File: config.mk
export PLATFORM = sky130hd
export DESIGN_NAME = jha_front
export DESIGN_NICKNAME = d
export VERILOG_FILES = /design/src/sv/jha_pkg.sv /design/src/sv/jha_front.sv
export SDC_FILE = /design/constraint.sdc
export NUM_CORES = 2
export LEC_CHECK = 0
export ABC_AREA = 1
export BUFFER_PORTS_ARGS = -buffer_cell sky130_fd_sc_hd__buf_2
export CORE_MARGIN = 5
export CORE_UTILIZATION = 30
export CTS_CLUSTER_DIAMETER = 200
export DETAILED_ROUTE_END_ITERATION = 10
export HOLD_SLACK_MARGIN = 0.15
export PLACE_DENSITY = 0.48
export SYNTH_ARGS = -nofsm -noshare
export SYNTH_HDL_FRONTEND = slang
export SYNTH_SLANG_ARGS = --single-unit
File: constraint.sdc
create_clock -name clk -period 8.12 [get_ports clk]
set_input_delay 1.218 -clock clk [delete_from_list [all_inputs] [get_ports clk]]
set_output_delay 1.218 -clock clk [all_outputs]
set_load 0.005 [all_outputs]
File: src/sv/jha_pkg.sv
package jha_pkg;

  // Sizes
  localparam int BIN_W      = 8;
  localparam int BINS       = 1 << BIN_W;
  localparam int JADDR_W    = 2 * BIN_W;
  localparam int COUNT_W    = 32;
  localparam int SAMPLE_W   = 16;
  localparam int SCALE_W    = 24;
  localparam int FRAC_W     = 16;
  localparam int PROD_W     = SAMPLE_W + SCALE_W;
  localparam int BINFULL_W  = PROD_W - FRAC_W;
  localparam int BINCFG_W   = 9;
  localparam int CFG_IW     = 3;
  localparam int QDEPTH     = 4;
  localparam int Q_AW       = 2;
  localparam int Q_CW       = 3;

  // Round-to-nearest offset for the Q24.16 product
  localparam logic [PROD_W-1:0] ROUND_HALF = PROD_W'(1) << (FRAC_W - 1);

  // Reset values of the configuration registers
  localparam logic [SCALE_W-1:0]  SCALE_RESET = SCALE_W'(65536);
  localparam logic [BINCFG_W-1:0] BINS_RESET  = BINCFG_W'(256);

  // Configuration register indexes
  localparam logic [CFG_IW-1:0] CFG_SCALE_S  = 3'd0;
  localparam logic [CFG_IW-1:0] CFG_SCALE_T  = 3'd1;
  localparam logic [CFG_IW-1:0] CFG_BINS_S   = 3'd2;
  localparam logic [CFG_IW-1:0] CFG_BINS_T   = 3'd3;
  localparam logic [CFG_IW-1:0] CFG_REV_MASK = 3'd4;

  typedef enum logic [1:0] {
    OP_ACC   = 2'd0,
    OP_READ  = 2'd1,
    OP_CLEAR = 2'd2,
    OP_NONE  = 2'd3
  } op_t;

  typedef enum logic [2:0] {
    ST_COUNTED = 3'd0,
    ST_MASKED  = 3'd1,
    ST_RANGE_S = 3'd2,
    ST_RANGE_T = 3'd3,
    ST_DONE    = 3'd4
  } status_t;

  typedef struct packed {
    op_t                 operation;
    logic [SAMPLE_W-1:0] sample_s;
    logic [SAMPLE_W-1:0] sample_t;
    logic                inside_mask;
    logic [BIN_W-1:0]    read_bin_s;
    logic [BIN_W-1:0]    read_bin_t;
  } in_item_t;

  typedef struct packed {
    status_t            status;
    logic [COUNT_W-1:0] joint_count;
    logic [COUNT_W-1:0] count_s;
    logic [COUNT_W-1:0] count_t;
  } out_item_t;

  typedef struct packed {
    logic [SCALE_W-1:0]  scale_s;
    logic [SCALE_W-1:0]  scale_t;
    logic [BINCFG_W-1:0] bins_s;
    logic [BINCFG_W-1:0] bins_t;
    logic                reverse_mask;
  } cfg_t;

  // Classified command handed from front to back
  typedef struct packed {
    op_t              op;
    status_t          status;
    logic [BIN_W-1:0] bin_s;
    logic [BIN_W-1:0] bin_t;
  } cmd_t;

  // Queue fill status seen by the front
  typedef struct packed {
    logic            valid;
    logic [Q_CW-1:0] count;
  } q_sts_t;

endpackage

File: src/sv/jha_front.sv
module jha_front
  import jha_pkg::*;
(
  input  logic     clk,
  input  logic     rst_n,
  input  logic     in_take,
  input  in_item_t in_item,
  input  cfg_t     cfg,
  input  q_sts_t   q_sts,
  input  logic     init,
  output logic     full,
  output logic     q_push,
  output cmd_t     q_cmd
);

  // Stage 1: accepted item
  logic     v1_r;
  in_item_t item1_r;

  // Stage 2: bins from the products
  logic                 v2_r;
  op_t                  op2_r;
  logic                 skip2_r;
  logic [BINFULL_W-1:0] bin_s2_r, bin_t2_r;
  logic [BIN_W-1:0]     rbin_s2_r, rbin_t2_r;

  logic [PROD_W-1:0]   prod_s, prod_t;
  logic [BINCFG_W-1:0] lim_s, lim_t;
  logic [Q_CW-1:0]     occ;

  // Items in flight count against queue space
  always_comb begin
    occ  = q_sts.count + Q_CW'(v1_r) + Q_CW'(v2_r);
    full = init || (occ >= Q_CW'(QDEPTH));
  end

  always_ff @(posedge clk) begin
    if (!rst_n) begin
      v1_r <= 1'b0;
      v2_r <= 1'b0;
    end else begin
      v1_r <= in_take;
      v2_r <= v1_r;
    end
  end

  always_ff @(posedge clk) begin
    if (in_take) begin
      item1_r <= in_item;
    end
  end

  // Binning: (sample * scale + half) >> 16
  always_comb begin
    prod_s = PROD_W'(item1_r.sample_s) * PROD_W'(cfg.scale_s) + ROUND_HALF;
    prod_t = PROD_W'(item1_r.sample_t) * PROD_W'(cfg.scale_t) + ROUND_HALF;
  end

  always_ff @(posedge clk) begin
    if (v1_r) begin
      op2_r     <= item1_r.operation;
      skip2_r   <= (item1_r.inside_mask == cfg.reverse_mask);
      bin_s2_r  <= prod_s[PROD_W-1:FRAC_W];
      bin_t2_r  <= prod_t[PROD_W-1:FRAC_W];
      rbin_s2_r <= item1_r.read_bin_s;
      rbin_t2_r <= item1_r.read_bin_t;
    end
  end

  // Classification into a back-end command
  always_comb begin
    lim_s = (cfg.bins_s > BINCFG_W'(BINS)) ? BINCFG_W'(BINS) : cfg.bins_s;
    lim_t = (cfg.bins_t > BINCFG_W'(BINS)) ? BINCFG_W'(BINS) : cfg.bins_t;
    q_push       = v2_r;
    q_cmd.op     = op2_r;
    q_cmd.status = ST_DONE;
    q_cmd.bin_s  = rbin_s2_r;
    q_cmd.bin_t  = rbin_t2_r;
    case (op2_r)
      OP_ACC: begin
        q_cmd.bin_s = bin_s2_r[BIN_W-1:0];
        q_cmd.bin_t = bin_t2_r[BIN_W-1:0];
        if (skip2_r) begin
          q_cmd.status = ST_MASKED;
        end else if (bin_s2_r >= BINFULL_W'(lim_s)) begin
          q_cmd.status = ST_RANGE_S;
        end else if (bin_t2_r >= BINFULL_W'(lim_t)) begin
          q_cmd.status = ST_RANGE_T;
        end else begin
          q_cmd.status = ST_COUNTED;
        end
      end
      default: q_cmd.status = ST_DONE;
    endcase
  end

endmodule

==> out/metrics.csv <==
stage,metric,value,unit
global_route,grtUsageMet2,0.276,
drt,routed_wl,85.1,mm
global_route,grt_pass1_vias,25500,
yosys,yosys-top-cells-area,"fa_1 39%, inv_1 15%, nand2_1 13%",
sta,post-route-period-util,0.822,
global_route,grt_max_degree,69,
sta,final_max_slew_viol_count,0,
finish,nFillCells,11100,
clock_network,worstSkewPairLatency,0.48,ns
drt,drtAntennaViolNets,0,
drt,vias,23700,
worst_setup_path,crit_type,reg2reg,
run,maxCapViolCount,0,
sta,period_minus_slack,6.67,ns
finish,diodes,0,
worst_setup_path,critical_path_arrival,6.90,ns
place,place.port_buffers,147,
clock_network,cts_tree,done,
worst_setup_path,rr_startpoint,item1_r[18]$_DFFE_PP_,
global_route,antenna_found_initial,2,
sta,rsz0062_at_grt,no,
worst_setup_path,crit_required,8.35,ns
drt,drc_errors,0,
floorplanning,initial_core_util,0.302,
clock_network,cts_resized,0,
yosys,syn-cell-area,31100,um^2
sta,setup_viol_count_final,0,
worst_setup_path,worst_setup_path_start_kind,flop,
yosys,synth.net_count,4995,
yosys,synth-edff-count,118,
floorplanning,core,103000,um^2
yosys,ys_async_sr_fraction,0,
place,gp_congestion,0.856,
clock_network,path_clk_slew,0.08,ns
global_route,grt_overflow,0,
floorplanning,fp.dieW,332,um
worst_setup_path,startpoint,item1_r[18]$_DFFE_PP_,
yosys,synth_flop_cell,edfxtp_1,
finish,final_cells,5400,
clock_network,cts_setup_buffers,0,
global_route,grt_pass1_wl,140,mm
clock_network,clock_sinks,120,
sta,skew,0.0260,ns
finish,layout-drive-gt1-share,0.0545,
floorplanning,die_area,110000,um^2
yosys,ys_seq_area_frac,0.115,
worst_setup_path,cp-end-kind,flop,
place,dp_cells,5368,
global_route,grt_usage,0.160,
sta,timing.slew.headroom,0.219,
clock_network,cts_buffer_depth,2,
floorplanning,die_h,332,um
clock_network,cts_hold_buf,0,
yosys,yosys.area.top_type_share,0.392,
yosys,synth_area_leader_cell,fa_1,
finish,final_util,0.327,
drt,drt_iter0_markers,1041,
min_path,worstHoldStart,item1_r[2]$_DFFE_PP_,
drt,via_per_inst,4.38,
sta,tns,0,ns
place,hpwl,68.6,mm
yosys,yosysUniqueCellTypes,32,
clock_network,cts_root_buf,clkbuf_16,
global_route,busiest_layer,met2,
floorplanning,ios,149,
outcome,status,completed,
yosys,synth_seq_cells,120,
drt,wire_per_inst,15.8,um
floorplanning,num_rows,118,
yosys,synth.avg_cell_area,7.81,um^2
sta,worst_pin_slew,1.17,ns
sta,hold_violations,0,
drt,first_pass_iters,6,
clock_network,numCtsBuffers,17,
min_path,holdCritPathClass,reg2reg,
sta,fmax,150,MHz
global_route,use_met1,0.216,
worst_setup_path,path_max_fanout,23,
clock_network,htreeDepth,4,
global_route,use_met3,0.0223,
finish,layout.nets,5020,
yosys,synth_warnings,0,
finish,area_delta_synth_final,8.36,%
yosys,synthCells,3982,
placed cells by master (no fill, tap or decap), types with 3 or more instances in the layout:
master / count
edfxtp_1: 118
o311ai_0: 3
nor2_1: 119
a21o_1: 5
nand3_1: 48
clkinv_4: 3
o21ai_0: 58
nand2_1: 1116
fa_1: 610
xor2_1: 24
nand4_1: 12
xnor2_1: 4
o21a_1: 10
ha_1: 277
a21oi_1: 111
buf_2: 146
or2_2: 11
nor4_1: 9
nand2_2: 5
buf_4: 19
inv_1: 1239
nor3_1: 23
clkbuf_16: 17
inv_6: 4
through the flow:
stage	setup WS, ns	instance area, um^2	hold slack [ns]
global route	1.12	33700	0.422
global placement	0.960	33100	0.401
floorplan	1.69	31100	0.400
CTS	1.44	33700	0.418
detailed placement	1.01	33100	0.405
finish	1.45	33700	0.416
path summary, 6_finish.rpt:
kind	endpoint	slack (ns)	cells after the start
worst max-delay path	bin_t2_r[23]$_DFFE_PP_	1.45	21
worst min-delay path	rbin_t2_r[2]$_DFFE_PP_	0.42	0
worst max register to register	bin_t2_r[23]$_DFFE_PP_	1.45	21
worst min register to register	rbin_t2_r[2]$_DFFE_PP_	0.42	0
worst max-delay path, cell delays in order, from the launching register on:
cell and delay [ns]:
edfxtp_1 1.10, nand2_1 0.19, fa_1 0.58, inv_1 0.05
fa_1 0.53, inv_1 0.06, fa_1 0.52, inv_1 0.06
fa_1 0.49, fa_1 0.51, inv_1 0.05, fa_1 0.54
inv_1 0.06, ha_1 0.30, a21oi_1 0.24, o21ai_0 0.19
a21oi_1 0.21, nor2_1 0.06, o21ai_0 0.43, nand3_1 0.12
nand2_1 0.09, nand2_1 0.04
kinds of logic after synthesis:
family,count (synthesis),share of synthesized area
compound gates,200,0.0350
xor+xnor,28,0.00788
fa+ha+maj,887,0.504
buf+inv,1398,0.169
flops,120,0.115
simple gates,1349,0.169
routing by layer:
metal  up-vias  wire [um]
li1      11400          -
met1     11700      38700
met2       455      41200
met3       100       3660
met4         0       1540
met5         -          0
flip-flops by register name (all words and copies together), names as in the netlist, 2 cells and up:
| signal | cells |
|---|---|
| op2_r | 2 |
| bin_s2_r | 24 |
| bin_t2_r | 24 |
| rbin_t2_r | 8 |
| rbin_s2_r | 8 |
| item1_r | 51 |
area by class of cell:
cell class	count	area, um^2	share of cell area
multi-input combinational	2464	22300	0.661
inverter	1239	4650	0.138
sequential	120	3590	0.106
tap	1380	1730	0.0512
timing repair buffer	165	873	0.0259
clock buffer	18	429	0.0127
clock inverter	14	164	0.00486
Yosys cell counts, drive strengths merged, types with 11 or more instances:
cell / count
inv: 1239
nand4: 12
ha: 277
xor2: 24
nor3: 23
fa: 610
or2: 11
clkbuf: 159
nand2: 1121
o21ai: 60
edfxtp: 118
nor2: 121
nand3: 48
a21oi: 111
Power is not shown: default switching activity piles up to over one toggle a cycle in this logic, so the estimate is an artifact.
