**src/sv/jha_pkg.sv**
```systemverilog
package jha_pkg;

  // Sizes
  localparam int BIN_W      = 8;
  localparam int BINS       = 1 << BIN_W;
  localparam int JADDR_W    = 2 * BIN_W;
  localparam int COUNT_W    = 32;
  localparam int SAMPLE_W   = 16;
  localparam int SCALE_W    = 24;
  localparam int FRAC_W     = 16;
  localparam int PROD_W     = SAMPLE_W + SCALE_W;
  localparam int BINFULL_W  = PROD_W - FRAC_W;
  localparam int BINCFG_W   = 9;
  localparam int CFG_IW     = 3;
  localparam int QDEPTH     = 4;
  localparam int Q_AW       = 2;
  localparam int Q_CW       = 3;

  // Round-to-nearest offset for the Q24.16 product
  localparam logic [PROD_W-1:0] ROUND_HALF = PROD_W'(1) << (FRAC_W - 1);

  // Reset values of the configuration registers
  localparam logic [SCALE_W-1:0]  SCALE_RESET = SCALE_W'(65536);
  localparam logic [BINCFG_W-1:0] BINS_RESET  = BINCFG_W'(256);

  // Configuration register indexes
  localparam logic [CFG_IW-1:0] CFG_SCALE_S  = 3'd0;
  localparam logic [CFG_IW-1:0] CFG_SCALE_T  = 3'd1;
  localparam logic [CFG_IW-1:0] CFG_BINS_S   = 3'd2;
  localparam logic [CFG_IW-1:0] CFG_BINS_T   = 3'd3;
  localparam logic [CFG_IW-1:0] CFG_REV_MASK = 3'd4;

  typedef enum logic [1:0] {
    OP_ACC   = 2'd0,
    OP_READ  = 2'd1,
    OP_CLEAR = 2'd2,
    OP_NONE  = 2'd3
  } op_t;

  typedef enum logic [2:0] {
    ST_COUNTED = 3'd0,
    ST_MASKED  = 3'd1,
    ST_RANGE_S = 3'd2,
    ST_RANGE_T = 3'd3,
    ST_DONE    = 3'd4
  } status_t;

  typedef struct packed {
    op_t                 operation;
    logic [SAMPLE_W-1:0] sample_s;
    logic [SAMPLE_W-1:0] sample_t;
    logic                inside_mask;
    logic [BIN_W-1:0]    read_bin_s;
    logic [BIN_W-1:0]    read_bin_t;
  } in_item_t;

  typedef struct packed {
    status_t            status;
    logic [COUNT_W-1:0] joint_count;
    logic [COUNT_W-1:0] count_s;
    logic [COUNT_W-1:0] count_t;
  } out_item_t;

  typedef struct packed {
    logic [SCALE_W-1:0]  scale_s;
    logic [SCALE_W-1:0]  scale_t;
    logic [BINCFG_W-1:0] bins_s;
    logic [BINCFG_W-1:0] bins_t;
    logic                reverse_mask;
  } cfg_t;

  // Classified command handed from front to back
  typedef struct packed {
    op_t              op;
    status_t          status;
    logic [BIN_W-1:0] bin_s;
    logic [BIN_W-1:0] bin_t;
  } cmd_t;

  // Queue fill status seen by the front
  typedef struct packed {
    logic            valid;
    logic [Q_CW-1:0] count;
  } q_sts_t;

endpackage

```
**src/sv/jha_queue.sv**
```systemverilog
module jha_queue
  import jha_pkg::*;
(
  input  logic   clk,
  input  logic   rst_n,
  input  logic   push,
  input  cmd_t   push_cmd,
  input  logic   pop,
  output cmd_t   head,
  output q_sts_t sts
);

  cmd_t            mem_r [QDEPTH];
  logic [Q_AW-1:0] wr_ptr_r, wr_ptr_nxt;
  logic [Q_AW-1:0] rd_ptr_r, rd_ptr_nxt;
  logic [Q_CW-1:0] count_r, count_nxt;

  // Pointer and count update
  always_comb begin
    wr_ptr_nxt = push ? wr_ptr_r + Q_AW'(1) : wr_ptr_r;
    rd_ptr_nxt = pop ? rd_ptr_r + Q_AW'(1) : rd_ptr_r;
    count_nxt  = count_r + Q_CW'(push) - Q_CW'(pop);
  end

  always_ff @(posedge clk) begin
    if (!rst_n) begin
      wr_ptr_r <= '0;
      rd_ptr_r <= '0;
      count_r  <= '0;
    end else begin
      wr_ptr_r <= wr_ptr_nxt;
      rd_ptr_r <= rd_ptr_nxt;
      count_r  <= count_nxt;
    end
  end

  // Entry storage
  always_ff @(posedge clk) begin
    if (push) begin
      mem_r[wr_ptr_r] <= push_cmd;
    end
  end

  assign head      = mem_r[rd_ptr_r];
  assign sts.valid = (count_r != '0);
  assign sts.count = count_r;

endmodule

```
**config.mk**
```make
export PLATFORM = sky130hd
export DESIGN_NAME = jha_queue
export DESIGN_NICKNAME = d
export VERILOG_FILES = /design/src/sv/jha_pkg.sv /design/src/sv/jha_queue.sv
export SDC_FILE = /design/constraint.sdc
export NUM_CORES = 1
export LEC_CHECK = 0
export ABC_AREA = 1
export BUFFER_PORTS_ARGS = -buffer_cell sky130_fd_sc_hd__clkbuf_2
export CAP_MARGIN = 10
export CORE_MARGIN = 2
export CORE_UTILIZATION = 60
export DETAILED_ROUTE_END_ITERATION = 6
export GPL_TIMING_DRIVEN = 0
export HOLD_SLACK_MARGIN = 0.15
export MAX_ROUTING_LAYER = met4
export PLACE_DENSITY = 0.93
export SYNTH_ARGS = -nofsm -noshare
export SYNTH_HDL_FRONTEND = slang
export SYNTH_SLANG_ARGS = --single-unit
```
**constraint.sdc**
```tcl
create_clock -name clk -period 3.33 [get_ports clk]
set_clock_uncertainty 0.1 [all_clocks]
set_input_delay 0.4995 -clock clk [delete_from_list [all_inputs] [get_ports clk]]
set_output_delay 0.4995 -clock clk [all_outputs]
set_load 0.01 [all_outputs]
```
==> results of run 1 <==
## worst max path at each step
| stage | startpoint | to | slack, ns | depth (start not counted) |
|---|---|---|---|---|
| CTS | flop | head[1] | 1.25 | 6 |
| global route | flop | head[11] | 1.16 | 5 |
| finish | flop | head[1] | 1.25 | 5 |
| global placement | push | mem_r[2][3]$_DFFE_PP_ | 1.44 | 3 |
| floorplan | pop | count_r[2]$_SDFF_PN0_ | 1.62 | 6 |
| detailed placement | push | mem_r[3][6]$_DFFE_PP_ | 1.40 | 3 |
## critical path: stages, from the launching register on
cell and delay, ns:
dfxtp_1 0.34, buf_6 0.17, buf_6 0.15, o21ai_0 0.21, nand2_1 0.11, clkbuf_2 0.14
## per-layer routing
metal,vias to the layer above,wire [um],GRT usage
met2,100,3782,0.3601
met3,15,516,0.05253
met4,0,180,0.1053
met1,1113,2947,0.2677
met5,-,0,-
li1,1142,-,-
## kinds of logic (layout without fill, tap and decap cells)
group | Yosys count | count (layout) | share of synthesized area
simple gates | 55 | 55 | 0.06430
compound gates | 73 | 73 | 0.1324
flops | 93 | 93 | 0.6842
buf+inv | 71 | 136 | 0.09503
fa+ha+maj | 7 | 7 | 0.02407
## through the flow
stage                       util  total power [mW]  instance area, um2  worst slack (ns)
after floorplan                -             1.581                3950             1.625
after global placement    0.6759             1.690                4292             1.442
after detailed placement  0.6759             1.711                4292             1.403
after CTS                 0.7172             2.647                4554             1.249
after global routing      0.7172             2.726                4554             1.165
final                     0.7172             2.641                4554             1.249
## area by class of cell
type | instances | area share
sequential | 93 | 0.5934
multi-input combinational | 135 | 0.1915
clock buffer | 10 | 0.02802
inverter | 57 | 0.04698
clock inverter | 6 | 0.02967
tap | 77 | 0.02115
buffer | 14 | 0.03544
timing repair buffer | 49 | 0.05385
## power breakdown
| group | switching, mW | total, mW | internal [mW] |
|---|---|---|---|
| registers | 0.0216 | 1.35 | 1.33 |
| logic | 0.206 | 0.330 | 0.123 |
| clock network | 0.383 | 0.957 | 0.574 |
| total | 0.611 | 2.64 | 2.03 |
## sequential cells by signal, summed over array words and instances (netlist names), named ones only
name      count
mem_r        84
count_r       3
rd_ptr_r      2
wr_ptr_r      2
## synthesized netlist by cell type
master / count / share of area
a21oi_1: 27 / 0.034
buf_12: 2 / 0.010
buf_2: 2 / 0.0025
buf_4: 1 / 0.0019
buf_6: 4 / 0.011
buf_8: 2 / 0.0076
clkbuf_4: 2 / 0.0038
clkbuf_8: 1 / 0.0035
dfxtp_1: 9 / 0.046
edfxtp_1: 84 / 0.64
fa_1: 1 / 0.0051
ha_1: 6 / 0.019
inv_1: 57 / 0.054
nand2_1: 34 / 0.032
nand2_2: 18 / 0.029
nand3_1: 2 / 0.0025
nor2_1: 1 / 0.00095
o211ai_2: 21 / 0.067
o21ai_0: 16 / 0.020
o21ai_1: 9 / 0.011
==> metrics, run 1 <==
placed cells 425; Reg clk slew, reported paths 0.09 ns; Final Instance Count excl. Fillers 441; Synth Register Bits 93; die height 85.14 um; Port Buf Inserts 49; data required time of the critical path 2.73 ns; worst-margin pin slew 0.9618 ns; Avg Cell Area, Syn 13.21 um2; drt pass-1 iters 4; maximum fanout count along the critical path 10; Clock Sinks 93; htree depth 3; number of nets produced by synthesis 331; post-CTS repair timing setup buffer count 0; commonest non-fill, non-tap cells in the layout 84 x edfxtp_1, 57 x inv_1, 49 x clkbuf_2, 34 x nand2_1, 27 x a21oi_1; Period Utilization, post-route 0.6250; type of the worst min-delay path primary input to flop; number of instances in the synthesized netlist 299; width of the chip 85.14 um; area enclosed by the die boundary 7249 um2; fin nets 391; peak clock frequency supported by timing 480.5 MHz; largest net degree at the start of global routing 22; CTS tree done; sequential cell area in the final layout 2703 um2; Post-DRT Antenna Nets 0; final hold violation count 0; GP Congestion 0.7615; slew margin rel. 0.3581; Tot GR Track Use 0.2235; placeable core area 6350 um2; I/O pin cnt 50; worst reg2reg endpoint mem_r[2][3]$_DFFE_PP_; number of DRC violations after detailed-routing iteration 0 211; wire length of the first global-routing pass 11.80 mm; minimum clock period after layout 2.081 ns; Starting Density 0.6221; post-detailed-route wirelength per cell 16.84 um; leakage power of the design 1.863 nW; arrival time of the worst setup path 1.48 ns; Pwr per Cell Area 579.9 nW/um2; unrepaired setup endpoints after global routing false; # rows 29; commonest non-fill, non-tap cell in the layout edfxtp_1; worst hold path startpoint push_cmd[6]; DRC violations left 0; Multi-input gate area 872.1 um2; post-synthesis sequential area ratio 0.6842; total grt overflow 0; number of clock buffers inserted by TritonCTS 9; maximum ir drop on the vdd rail 426.4 uV; nature of the critical path endpoint primary output; area of the mapped netlist 3950 um2; number of vias per cell after detailed routing 5.374; setup-violating endpoint count in the final report 0; CTS Root Cell clkbuf_8; DP Wirelength 4.710 mm; area added between synthesis and finish 15.30%; Worst-Skew Late Latency 0.35 ns; deepest clock path buffer count 2; number of buffers inserted by hold repair at cts 0; max-slew violation total from the final report 0; antenna violations before repair 0; routed wire length 7.427 mm; hold path cells 1; number of violations of the max-capacitance limit 0; slack of the worst reg-to-reg path 1.51 ns; number of vias after detailed routing 2,370; kind of critical path flop to primary output; number of global-route vias before repair 2,474; hold endpoint mem_r[2][6]$_DFFE_PP_; status complete, no violations; synth unique cells 20; beginning of the worst register-to-register path wr_ptr_r[0]$_SDFFE_PN0P_; number of fillers in the final layout 393; number of antenna cells inserted 0; number of cells upsized or downsized after cts 0; Yosys warning count 0; Worst R2R Path Depth 4; smallest hold slack 0.2502 ns; setup_tns 0 ns; share of cells above drive strength 1 0.3214; Critical Path Source Type flop
Power figures use the tool's default switching activity.
==> run 2: changes to the inputs <==
CORE_UTILIZATION = 57   (was 60)
PLACE_DENSITY = 0.9   (was 0.93)
clock period = 2.2 ns   (was 3.33 ns; I/O delays follow)
==> run 2 against run 1 <==
Effect of this change: count of clock-buffer cells in the layout did not move; first-iteration DRC count rose by 27%; wire length rose by 4.5%; core utilization fell by 1.9 points; global-route usage barely moved; sequential share of layout area fell by 2.1 points.
==> metrics, run 2 (synthesized netlist as in run 1, its figures left out) <==
status complete, no violations; maximum ir drop on the vdd rail 545.5 uV; drt pass-1 iters 5; data required time of the critical path 2.36 ns; Starting Density 0.5846; number of violations of the max-capacitance limit 0; share of cells above drive strength 1 0.2979; number of global-route vias before repair 2,469; beginning of the worst register-to-register path wr_ptr_r[0]$_SDFFE_PN0P_; setup_tns 0 ns; Post-DRT Antenna Nets 0; antenna violations before repair 0; registers with the most flip-flops mem_r (84), count_r (3); area added between synthesis and finish 19.51%; commonest non-fill, non-tap cell in the layout edfxtp_1; setup-violating endpoint count in the final report 0; max-slew violation total from the final report 0; I/O pin cnt 50; number of clock buffers inserted by TritonCTS 9; Clock Sinks 93; routed wire length 7.760 mm; # rows 30; die height 87.25 um; DP Wirelength 4.603 mm; Critical Path Source Type primary input; number of vias per cell after detailed routing 5.358; worst-margin pin slew 1.035 ns; arrival time of the worst setup path 2.09 ns; wire length of the first global-routing pass 12.15 mm; kind of critical path primary input to flop; number of DRC violations after detailed-routing iteration 0 267; post-detailed-route wirelength per cell 16.65 um; Worst-Skew Late Latency 0.36 ns; slack of the worst reg-to-reg path 0.36 ns; worst hold path startpoint rst_n; Reg clk slew, reported paths 0.08 ns; placed cells 428; Final Instance Count excl. Fillers 466; CTS tree done; number of vias after detailed routing 2,497; Largest register FFs 84; fin nets 413; placeable core area 6756 um2; number of cells upsized or downsized after cts 0; slew margin rel. 0.3095; register with the highest flop count mem_r; maximum fanout count along the critical path 5; number of fillers in the final layout 419; peak clock frequency supported by timing 518.8 MHz; width of the chip 87.25 um; Pwr Total 3.768 mW; hold path cells 3; commonest non-fill, non-tap cells in the layout 84 x edfxtp_1, 57 x inv_1, 49 x clkbuf_2, 34 x nand2_1, 27 x a21oi_1; post-CTS repair timing setup buffer count 0; global-route track usage on met3 0.06161; smallest hold slack 0.1582 ns; hold endpoint count_r[2]$_SDFF_PN0_; largest net degree at the start of global routing 22; CTS Root Cell clkbuf_8; type of the worst min-delay path primary input to flop; leakage power of the design 1.937 nW; worst reg2reg endpoint mem_r[2][10]$_DFFE_PP_; final setup slack of the worst path 0.2724 ns; GP Congestion 0.7789; Tot GR Track Use 0.2232; Pwr per Cell Area 798.2 nW/um2; number of buffers inserted by hold repair at cts 22; deepest clock path buffer count 2; GR Layer Usage met1 0.2824; total grt overflow 0; nature of the critical path endpoint flop; met2 track demand over resource in global routing 0.3333; area enclosed by the die boundary 7612 um2; unrepaired setup endpoints after global routing false; Period Utilization, post-route 0.8762; number of antenna cells inserted 0; minimum clock period after layout 1.928 ns; final hold violation count 0; DRC violations left 0; Port Buf Inserts 49; busiest metal layer after global routing met2; htree depth 3; Worst R2R Path Depth 4; DP Worst Slack 0.3455 ns
-- run 2: changes by cell type in the layout (fill, tap and decap cells not counted), sizes merged --
cell         delta
dlygate4sd3    +22
clkinv          +4
bufinv          -2
clkinvlp        -2
-- run 2: where the power goes --
group,internal [mW],switching [mW],total [mW]
Sequential,2.02,0.0309,2.05
Combinational,0.213,0.319,0.531
Clock,0.629,0.560,1.19
Total,2.86,0.910,3.77
-- run 2: routing by layer --
metal / vias to the layer above / part of all wire
met2: 90 / 0.49
met4: 0 / 0.022
li1: 1182 / -
met1: 1209 / 0.42
met3: 16 / 0.065
met5: - / 0
-- run 2: final cells by class --
cell class	instances	area (um2)	share of cell area
repair buffers	71	465.4	0.09860
inverters	57	214.0	0.04532
well taps	80	100.1	0.02120
multi-input cells	135	872.1	0.1847
flip-flops and latches	93	2703	0.5725
plain buffers	14	161.4	0.03419
clock inverters	6	77.57	0.01643
clock buffers	10	127.6	0.02703
-- run 2: metrics by stage --
step,cell area (um2),util
3_5_place_dp,4295,0.6357
3_3_place_gp,4295,0.6357
4_1_cts,4721,0.6987
5_1_grt,4721,0.6987
2_1_floorplan,3950,-
6_report,4721,0.6987
-- run 2: how the worst max path moves through the flow --
stage | start | end | slack (ns) | cells past startpoint
after global placement | wr_ptr_r[0]$_SDFFE_PN0P_ | mem_r[2][4]$_DFFE_PP_ | 0.39 | 4
final | pop | count_r[2]$_SDFF_PN0_ | 0.27 | 8
after CTS | pop | count_r[2]$_SDFF_PN0_ | 0.28 | 9
after global routing | pop | count_r[2]$_SDFF_PN0_ | 0.18 | 8
after detailed placement | wr_ptr_r[0]$_SDFFE_PN0P_ | mem_r[2][4]$_DFFE_PP_ | 0.35 | 4
after floorplan | count_r[0]$_SDFF_PN0_ | count_r[2]$_SDFF_PN0_ | 0.57 | 7
-- run 2: worst max-delay path, stage by stage --
cell and delay, ns:
dlygate4sd3_1 0.53, clkbuf_2 0.15, ha_1 0.29, inv_1 0.04, ha_1 0.20, fa_1 0.38, a21oi_1 0.12, nor2_1 0.06
